<file path="src/hdl/ipv6p_pkg.sv">
// ----------------------------------------------------------------------------
// ipv6p_pkg
// Types shared by the parser front end, the string queue and the expander.
// ----------------------------------------------------------------------------
package ipv6p_pkg;

  localparam int unsigned NumGroups = 8;
  localparam int unsigned GroupW    = 16;

  // one finished string, handed from the front end to the expander
  typedef struct packed {
    logic                                ok;
    logic [3:0]                          n;        // groups collected, tail included
    logic                                gap_seen;
    logic [3:0]                          gap_pos;
    logic [0:NumGroups-1][GroupW-1:0]    groups;   // group 0 in the top bits
  } fin_rec_t;

  typedef struct packed {
    logic empty;
    logic full;
  } q_stat_t;

endpackage

</file>
<file path="src/hdl/ipv6p_front.sv">
// ----------------------------------------------------------------------------
// ipv6p_front
// Character front end: updates group, gap and IPv4 tail state one byte a cycle
// when accepted; on the final byte it closes the string into a queue record.
// ----------------------------------------------------------------------------
module ipv6p_front (
  input  logic               clk_i,
  input  logic               rst_ni,
  input  logic               accept_i,
  input  logic [7:0]         character_i,
  input  logic               last_i,
  output logic               rec_push_o,
  output ipv6p_pkg::fin_rec_t rec_o
);
  import ipv6p_pkg::*;

  localparam logic [7:0] ChColon = 8'h3A;
  localparam logic [7:0] ChDot   = 8'h2E;
  localparam logic [7:0] ChZero  = 8'h30;
  localparam logic [7:0] ChNine  = 8'h39;
  localparam logic [7:0] ChLoA   = 8'h61;
  localparam logic [7:0] ChLoF   = 8'h66;
  localparam logic [7:0] ChUpA   = 8'h41;
  localparam logic [7:0] ChUpF   = 8'h46;
  localparam logic [9:0] DecOver = 10'd256;

  logic [0:NumGroups-1][GroupW-1:0] grp_q, grp_d;
  logic [3:0]  gc_q, gc_d;
  logic [3:0]  gp_q, gp_d;
  logic        gs_q, gs_d;
  logic [15:0] hex_q, hex_d;
  logic [2:0]  dc_q, dc_d;
  logic [9:0]  dec_q, dec_d;
  logic        hl_q, hl_d;
  logic        v4_q, v4_d;
  logic [23:0] oct_q, oct_d;
  logic [1:0]  oi_q, oi_d;
  logic        pwc_q, pwc_d;
  logic        first_q, first_d;
  logic        err_q, err_d;

  logic       is_dig, is_hex;
  logic [3:0] hex_val;

  function automatic logic [9:0] push_dec(input logic [9:0] acc, input logic [3:0] dig);
    logic [11:0] v;
    begin
      v = {2'b00, acc} * 12'd10 + {8'd0, dig};
      push_dec = (v > 12'd255) ? DecOver : v[9:0];
    end
  endfunction

  assign is_dig  = (character_i >= ChZero) && (character_i <= ChNine);
  assign is_hex  = is_dig || ((character_i >= ChLoA) && (character_i <= ChLoF)) ||
                   ((character_i >= ChUpA) && (character_i <= ChUpF));
  assign hex_val = is_dig ? character_i[3:0] : character_i[3:0] + 4'd9;

  // per-character update
  always_comb begin
    grp_d   = grp_q;
    gc_d    = gc_q;
    gp_d    = gp_q;
    gs_d    = gs_q;
    hex_d   = hex_q;
    dc_d    = dc_q;
    dec_d   = dec_q;
    hl_d    = hl_q;
    v4_d    = v4_q;
    oct_d   = oct_q;
    oi_d    = oi_q;
    pwc_d   = pwc_q;
    err_d   = err_q;
    first_d = 1'b0;
    if (!err_q) begin
      if (v4_q) begin
        if (is_dig) begin
          if (dc_q < 3'd7) dc_d = dc_q + 3'd1;
          dec_d = push_dec(dec_q, character_i[3:0]);
        end else if (character_i == ChDot) begin
          if (dc_q == 3'd0 || dec_q > 10'd255 || oi_q == 2'd3) begin
            err_d = 1'b1;
          end else begin
            oct_d = {oct_q[15:0], dec_q[7:0]};
            oi_d  = oi_q + 2'd1;
            hex_d = '0;
            dc_d  = '0;
            dec_d = '0;
            hl_d  = 1'b0;
          end
        end else begin
          err_d = 1'b1;
        end
      end else begin
        if (is_hex) begin
          if (dc_q >= 3'd4 || (pwc_q && gc_q == 4'd0 && !gs_q)) begin
            err_d = 1'b1;
          end else begin
            hex_d = {hex_q[11:0], hex_val};
            dc_d  = dc_q + 3'd1;
            if (is_dig) dec_d = push_dec(dec_q, hex_val);
            else        hl_d  = 1'b1;
            pwc_d = 1'b0;
          end
        end else if (character_i == ChColon) begin
          if (dc_q != 3'd0) begin
            if (gc_q >= 4'd8) begin
              err_d = 1'b1;
            end else begin
              grp_d[gc_q[2:0]] = hex_q;
              gc_d  = gc_q + 4'd1;
              hex_d = '0;
              dc_d  = '0;
              dec_d = '0;
              hl_d  = 1'b0;
              pwc_d = 1'b1;
            end
          end else if (first_q) begin
            pwc_d = 1'b1;
          end else if (pwc_q && !gs_q) begin
            gs_d  = 1'b1;
            gp_d  = gc_q;
            pwc_d = 1'b0;
          end else begin
            err_d = 1'b1;
          end
        end else if (character_i == ChDot) begin
          if (dc_q == 3'd0 || hl_q || dec_q > 10'd255 ||
              !((gc_q == 4'd6 && !gs_q) || (gc_q < 4'd6 && gs_q))) begin
            err_d = 1'b1;
          end else begin
            v4_d  = 1'b1;
            oct_d = {16'd0, dec_q[7:0]};
            oi_d  = 2'd1;
            hex_d = '0;
            dc_d  = '0;
            dec_d = '0;
            hl_d  = 1'b0;
          end
        end else begin
          err_d = 1'b1;
        end
      end
    end
  end

  // close the string on the updated state
  always_comb begin : close_blk
    logic [0:NumGroups-1][GroupW-1:0] g;
    logic [3:0]  n;
    logic        ok;
    logic [31:0] v;
    g  = grp_d;
    n  = gc_d;
    ok = !err_d;
    v  = {oct_d, dec_d[7:0]};
    if (ok && v4_d) begin
      if (dc_d == 3'd0 || dec_d > 10'd255 || oi_d != 2'd3 || n > 4'd6) begin
        ok = 1'b0;
      end else begin
        g[n[2:0]]        = v[31:16];
        g[n[2:0] + 3'd1] = v[15:0];
        n                = n + 4'd2;
      end
    end else if (ok) begin
      if (dc_d != 3'd0) begin
        if (n >= 4'd8) begin
          ok = 1'b0;
        end else begin
          g[n[2:0]] = hex_d;
          n         = n + 4'd1;
        end
      end else if (pwc_d) begin
        ok = 1'b0;
      end
    end
    if (ok && (gs_d ? (n > 4'd7) : (n != 4'd8))) ok = 1'b0;
    rec_o.ok       = ok;
    rec_o.n        = n;
    rec_o.gap_seen = gs_d;
    rec_o.gap_pos  = gp_d;
    rec_o.groups   = g;
  end

  assign rec_push_o = accept_i && last_i;

  always_ff @(posedge clk_i or negedge rst_ni) begin
    if (!rst_ni) begin
      grp_q   <= '0;
      gc_q    <= '0;
      gp_q    <= '0;
      gs_q    <= 1'b0;
      hex_q   <= '0;
      dc_q    <= '0;
      dec_q   <= '0;
      hl_q    <= 1'b0;
      v4_q    <= 1'b0;
      oct_q   <= '0;
      oi_q    <= '0;
      pwc_q   <= 1'b0;
      first_q <= 1'b1;
      err_q   <= 1'b0;
    end else if (accept_i) begin
      if (last_i) begin
        // back to the start-of-string state
        grp_q   <= '0;
        gc_q    <= '0;
        gp_q    <= '0;
        gs_q    <= 1'b0;
        hex_q   <= '0;
        dc_q    <= '0;
        dec_q   <= '0;
        hl_q    <= 1'b0;
        v4_q    <= 1'b0;
        oct_q   <= '0;
        oi_q    <= '0;
        pwc_q   <= 1'b0;
        first_q <= 1'b1;
        err_q   <= 1'b0;
      end else begin
        grp_q   <= grp_d;
        gc_q    <= gc_d;
        gp_q    <= gp_d;
        gs_q    <= gs_d;
        hex_q   <= hex_d;
        dc_q    <= dc_d;
        dec_q   <= dec_d;
        hl_q    <= hl_d;
        v4_q    <= v4_d;
        oct_q   <= oct_d;
        oi_q    <= oi_d;
        pwc_q   <= pwc_d;
        first_q <= first_d;
        err_q   <= err_d;
      end
    end
  end

endmodule

</file>
<file path="src/hdl/ipv6p_queue.sv">
// ----------------------------------------------------------------------------
// ipv6p_queue
// Small register queue of finished strings between front end and expander.
// ----------------------------------------------------------------------------
module ipv6p_queue #(
  parameter int unsigned Depth = 2
) (
  input  logic                clk_i,
  input  logic                rst_ni,
  input  logic                push_i,
  input  ipv6p_pkg::fin_rec_t data_i,
  input  logic                pop_i,
  output ipv6p_pkg::fin_rec_t data_o,
  output ipv6p_pkg::q_stat_t  stat_o
);
  import ipv6p_pkg::*;

  localparam int unsigned PtrW = (Depth > 1) ? $clog2(Depth) : 1;
  localparam int unsigned CntW = $clog2(Depth + 1);
  localparam logic [PtrW-1:0] LastPtr = PtrW'(Depth - 1);
  localparam logic [CntW-1:0] FullCnt = CntW'(Depth);

  fin_rec_t        mem_q [Depth];
  logic [PtrW-1:0] wr_ptr_q, wr_ptr_d;
  logic [PtrW-1:0] rd_ptr_q, rd_ptr_d;
  logic [CntW-1:0] cnt_q, cnt_d;
  logic            do_push, do_pop;

  assign stat_o.empty = (cnt_q == '0);
  assign stat_o.full  = (cnt_q == FullCnt);
  assign do_push      = push_i && !stat_o.full;
  assign do_pop       = pop_i && !stat_o.empty;
  assign data_o       = mem_q[rd_ptr_q];

  always_comb begin
    wr_ptr_d = wr_ptr_q;
    rd_ptr_d = rd_ptr_q;
    cnt_d    = cnt_q;
    if (do_push) wr_ptr_d = (wr_ptr_q == LastPtr) ? '0 : wr_ptr_q + 1'b1;
    if (do_pop)  rd_ptr_d = (rd_ptr_q == LastPtr) ? '0 : rd_ptr_q + 1'b1;
    if (do_push && !do_pop)      cnt_d = cnt_q + 1'b1;
    else if (do_pop && !do_push) cnt_d = cnt_q - 1'b1;
  end

  always_ff @(posedge clk_i or negedge rst_ni) begin
    if (!rst_ni) begin
      wr_ptr_q <= '0;
      rd_ptr_q <= '0;
      cnt_q    <= '0;
    end else begin
      wr_ptr_q <= wr_ptr_d;
      rd_ptr_q <= rd_ptr_d;
      cnt_q    <= cnt_d;
    end
  end

  always_ff @(posedge clk_i) begin
    if (do_push) mem_q[wr_ptr_q] <= data_i;
  end

endmodule

</file>
<file path="src/hdl/ipv6p_expand.sv">
// ----------------------------------------------------------------------------
// ipv6p_expand
// Back end: opens the gap into zero groups and holds the result register.
// ----------------------------------------------------------------------------
module ipv6p_expand (
  input  logic                clk_i,
  input  logic                rst_ni,
  input  ipv6p_pkg::fin_rec_t rec_i,
  input  logic                rec_valid_i,
  output logic                rec_pop_o,
  input  logic                pop,
  output logic                empty,
  output logic                valid_res_o,
  output logic [63:0]         addr_high_o,
  output logic [63:0]         addr_low_o
);
  import ipv6p_pkg::*;

  logic                             vld_q;
  logic                             ok_q;
  logic [2*64-1:0]                  addr_q, addr_d;
  logic [0:NumGroups-1][GroupW-1:0] head_mask, tail_mask;
  logic [3:0]                       gp_eff;
  logic [3:0]                       shift_grp;
  logic [7:0]                       shamt;

  assign gp_eff    = rec_i.gap_seen ? rec_i.gap_pos : 4'd8;
  assign shift_grp = 4'd8 - rec_i.n;
  assign shamt     = {shift_grp, 4'b0000};

  always_comb begin
    for (int k = 0; k < NumGroups; k++) begin
      head_mask[k] = (4'(k) < gp_eff) ? '1 : '0;
      tail_mask[k] = (4'(k) >= gp_eff && 4'(k) < rec_i.n) ? '1 : '0;
    end
    // tail groups slide to the bottom of the address, the gap fills with zeros
    addr_d = (rec_i.groups & head_mask) | ((rec_i.groups & tail_mask) >> shamt);
    if (!rec_i.ok) addr_d = '0;
  end

  assign rec_pop_o   = rec_valid_i && (!vld_q || pop);
  assign empty       = !vld_q;
  assign valid_res_o = ok_q;
  assign addr_high_o = addr_q[127:64];
  assign addr_low_o  = addr_q[63:0];

  always_ff @(posedge clk_i or negedge rst_ni) begin
    if (!rst_ni) begin
      vld_q <= 1'b0;
    end else if (rec_pop_o) begin
      vld_q <= 1'b1;
    end else if (pop) begin
      vld_q <= 1'b0;
    end
  end

  always_ff @(posedge clk_i) begin
    if (rec_pop_o) begin
      ok_q   <= rec_i.ok;
      addr_q <= addr_d;
    end
  end

endmodule

</file>
<file path="src/hdl/ipv6_text_address_parser_core.sv">
// ----------------------------------------------------------------------------
// ipv6_text_address_parser_core
// Path: the final character's record enters the string queue as the character
// is accepted, then the result register once that is empty or being popped.
// Throughput: one character per cycle while the queue (QDepth deep, two by
// default) is not full; one result per cycle while results are popped.
// Reset: asynchronous; clears parser state, queue pointers, result valid flag.
// ----------------------------------------------------------------------------
module ipv6_text_address_parser_core #(
  parameter int unsigned QDepth = 2
) (
  input  logic        clk_i,
  input  logic        rst_ni,
  input  logic        push,
  output logic        full,
  input  logic [7:0]  character_i,
  input  logic        last_i,
  output logic        empty,
  input  logic        pop,
  output logic        valid_res_o,
  output logic [63:0] addr_high_o,
  output logic [63:0] addr_low_o
);
  import ipv6p_pkg::*;

  fin_rec_t fin_rec, q_rec;
  q_stat_t  q_stat;
  logic     rec_push, rec_pop, accept;

  assign full   = q_stat.full;
  assign accept = push && !full;

  ipv6p_front u_front (
    .clk_i       (clk_i),
    .rst_ni      (rst_ni),
    .accept_i    (accept),
    .character_i (character_i),
    .last_i      (last_i),
    .rec_push_o  (rec_push),
    .rec_o       (fin_rec)
  );

  ipv6p_queue #(
    .Depth (QDepth)
  ) u_queue (
    .clk_i  (clk_i),
    .rst_ni (rst_ni),
    .push_i (rec_push),
    .data_i (fin_rec),
    .pop_i  (rec_pop),
    .data_o (q_rec),
    .stat_o (q_stat)
  );

  ipv6p_expand u_expand (
    .clk_i       (clk_i),
    .rst_ni      (rst_ni),
    .rec_i       (q_rec),
    .rec_valid_i (!q_stat.empty),
    .rec_pop_o   (rec_pop),
    .pop         (pop),
    .empty       (empty),
    .valid_res_o (valid_res_o),
    .addr_high_o (addr_high_o),
    .addr_low_o  (addr_low_o)
  );

endmodule

</file>
<file path="config.mk">
export PLATFORM = sky130hd
export DESIGN_NAME = ipv6_text_address_parser_core
export DESIGN_NICKNAME = d
export VERILOG_FILES = /design/src/hdl/ipv6p_pkg.sv /design/src/hdl/ipv6p_front.sv /design/src/hdl/ipv6p_queue.sv /design/src/hdl/ipv6p_expand.sv /design/src/hdl/ipv6_text_address_parser_core.sv
export SDC_FILE = /design/constraint.sdc
export NUM_CORES = 2
export LEC_CHECK = 0
export ABC_AREA = 1
export BUFFER_PORTS_ARGS = -buffer_cell sky130_fd_sc_hd__buf_4
export CAP_MARGIN = 20
export CORE_ASPECT_RATIO = 2
export CORE_UTILIZATION = 30
export CTS_BUF_LIST = sky130_fd_sc_hd__clkbuf_2 sky130_fd_sc_hd__clkbuf_4 sky130_fd_sc_hd__clkbuf_8
export DETAILED_ROUTE_END_ITERATION = 10
export PLACE_DENSITY = 0.47
export RECOVER_POWER = 25
export REMOVE_ABC_BUFFERS = 1
export SYNTH_ARGS = -nofsm -noshare
export SYNTH_HDL_FRONTEND = slang
export SYNTH_HIERARCHICAL = 1
export SYNTH_SLANG_ARGS = --single-unit
export TNS_END_PERCENT = 5
</file>
<file path="constraint.sdc">
create_clock -name clk_i -period 9.1 [get_ports clk_i]
set_input_delay 0.91 -clock clk_i [delete_from_list [all_inputs] [get_ports clk_i]]
set_output_delay 0.91 -clock clk_i [all_outputs]
set_load 0.02 [all_outputs]
</file>
==> run metrics <==
status=complete, but fails checks; violated checks=capacitance limit, slew limit; CTS Buffer Depth=3; Fmax=163.4 MHz; Final period util=67.25%; vias in the first global route=35080; most frequent cells in the layout=nand2_1 (1289), nand3_1 (489), inv_1 (460), edfxtp_1 (405), nor2_1 (328); Post-synth EDFFs=405; WL met2=81520 um; RSZ-0062 raised after global routing=no; crit path kind=reg -> reg; Top FF cell, synth=edfxtp_1; drt drc=0; slew margin rel.=-195.8%; Boundary Pins=144; CTS clk-pin slew, worst paths=0.06 ns; crit-path cells=nor2_1 > nor2_4 > clkbuf_1 > nand2_1 > inv_1 > o21ai_0 > nor2_4 > buf_4 > buf_4; CP max FO=52; die width=255.2 um; WP data arrival=6.50 ns; Final Slew Violations=209; HP Class=in -> reg; # port buffers=143; Synth Area per Inst=7.653 sq um; CTS-repair resized insts=0; Crit-path slowest cell=clkbuf_1; Met3 Wirelength=9242 um; final core occ=33.39%; Area Overhead vs Synth=10.35%; CTS tree=built; Synthesis Warnings=6; highest routed layer=met5; synthesized area=38450 sq um; postcts setup bufs=0; clock skew=0.06055 ns; 1st-pass router iterations=6; Inst Count DP=6572; Worst EP required=9.48 ns; gr usage total=24.58%; post-detail-place hpwl=110500 um; CTS Sinks=607; initial cell density of the core=30.26%; Die Span Y=508.3 um; max-cap violation count=4; Num CTS Buffers=90; fraction of registers with async set/reset=33.28%; Max stage delay on crit path=2.19 ns; commonest non-fill, non-tap cell in the layout=nand2_1; hold-fix buffers at CTS=0; H-Tree Level Count=3; CTS root buffer=clkbuf_8; Synth Register Bits=607; Max VDD drop=0.3106 mV; drt via density=5.508; post-synthesis cell count=5024; setup_tns=0 ns; largest net degree at the start of global routing=137; leakage=18.81 nW; post-synthesis sequential area ratio=44.78%; final setup violation count=0; Hold Vio Cnt, Final=0; Post-Route M1 WL=59420 um; Core Rows=185; Clk Latency, worst-skew pair=0.81 ns; Synth cell types=57; Worst setup EP type=flop; nets=5038; DRT antenna net count=0; initial drt markers=3167; post-layout min period=6.120 ns; Cell Count, Final, Fillers Out=6738; Worst Tran Pin Value=4.437 ns; pwr/cell area=288.1 nW/um^2; antenna violations before repair=3; global placer's final weighted congestion=0.8913; routed via count=37110; WL final=160900 um; routed len/inst=23.88 um; first-pass GRT wire length=235100 um; Core Box Area=127100 sq um; Startpoint Class=flop; grt ovf=0; layout cells sized above 1=9.794%; DIE AREA=129700 sq um
==> flip-flops by register name, indices dropped and copies added, names as in the netlist <==
name	flops
u_queue/cnt_q	2
u_front/pwc_q	1
u_expand/valid_res_o	1
u_front/gs_q	1
u_front/dec_q	10
u_front/v4_q	1
u_front/dc_q	3
u_expand/vld_q	1
u_front/grp_q	128
u_front/hex_q	16
u_queue/wr_ptr_q	1
u_front/first_q	1
u_front/err_q	1
u_expand/addr_q	128
u_front/gp_q	4
u_queue/rd_ptr_q	1
u_front/gc_q	4
u_front/hl_q	1
u_front/oct_q	24
u_queue/mem_q	276
u_front/oi_q	2
==> layer usage <==
layer | vias up | track usage (%)
li1 | 17220 | -
met1 | 17740 | 27.76
met2 | 1678 | 43.78
met3 | 473 | 2.794
met4 | 2 | 14.90
met5 | - | 0
==> per-stage QoR <==
stage                     setup slack, ns  instance area, sq um  power (mW)  hold slack (ns)
after floorplan                    -2.706                 36660       7.522           0.4490
after global placement              2.952                 40730       9.885           0.4653
after detailed placement            2.811                 40770       9.874           0.4683
after CTS                           3.669                 42700       12.37          0.05020
after global routing                2.642                 42430       12.93           0.2863
final                               2.980                 42430       12.23           0.3153
==> power breakdown <==
group	internal, mW	switching [mW]
Clock	1.31	1.15
Combinational	1.41	4.55
Sequential	3.62	0.182
==> path summary, 6_finish.rpt <==
kind                                  startpoint              endpoint  slack [ns]  depth (start not counted)
max in group asynchronous                 rst_ni      u_queue/rd_ptr_q        4.86                          2
worst min register to register   u_front/first_q       u_front/first_q        0.48                          2
worst max register to register  u_queue/cnt_q[0]  u_queue/mem_q[1][19]        2.98                          9
min in group asynchronous                 rst_ni     u_front/grp_q[52]        1.72                          1
worst max-delay path            u_queue/cnt_q[0]  u_queue/mem_q[1][19]        2.98                          9
worst min-delay path                         pop        u_expand/vld_q        0.32                          2
==> logic make-up after synthesis <==
logic type / Yosys count / share of synthesized area, %
AOI/OAI and AO/OA: 1068 / 16.33
DFF: 607 / 44.78
adders and majority gates: 43 / 1.458
and+or+nand+nor: 2420 / 27.44
buffers and inverters: 871 / 9.557
xor gates and xnor gates: 15 / 0.4296
==> Yosys cell counts (48+ instances only) <==
cell type,number,area share (%)
inv_1,464,4.5
dfrtp_1,201,13
or2_2,53,0.86
o21ai_0,287,3.7
clkbuf_1,216,2.1
nand3_1,489,6.4
nand2_1,1298,13
a211oi_1,65,1.3
buf_2,78,1.0
nor2_1,333,3.3
a21oi_1,289,3.8
o211ai_1,48,0.94
a31oi_1,73,1.2
nand4_1,189,3.1
edfxtp_1,405,32
o22ai_1,204,3.3
==> cell type report <==
cell class / count / area, sq um
multi-input cells: 3546 / 17710
flip-flops and latches: 607 / 17220
repair buffers: 237 / 1559
fillers: 13510 / 84650
well taps: 1683 / 2106
clock inverters: 26 / 264.0
inverters: 500 / 1902
clock buffers: 138 / 1668
diodes: 1 / 2.502
==> worst max-delay path, delay by kind of cell, from the launching register on <==
kind / cells / cell delay [ns]
compound gates: 1 / 0.28
buf+inv: 4 / 3.94
flops: 1 / 0.46
simple gates: 4 / 0.85
No activity file was read; power rests on OpenSTA's default activity.
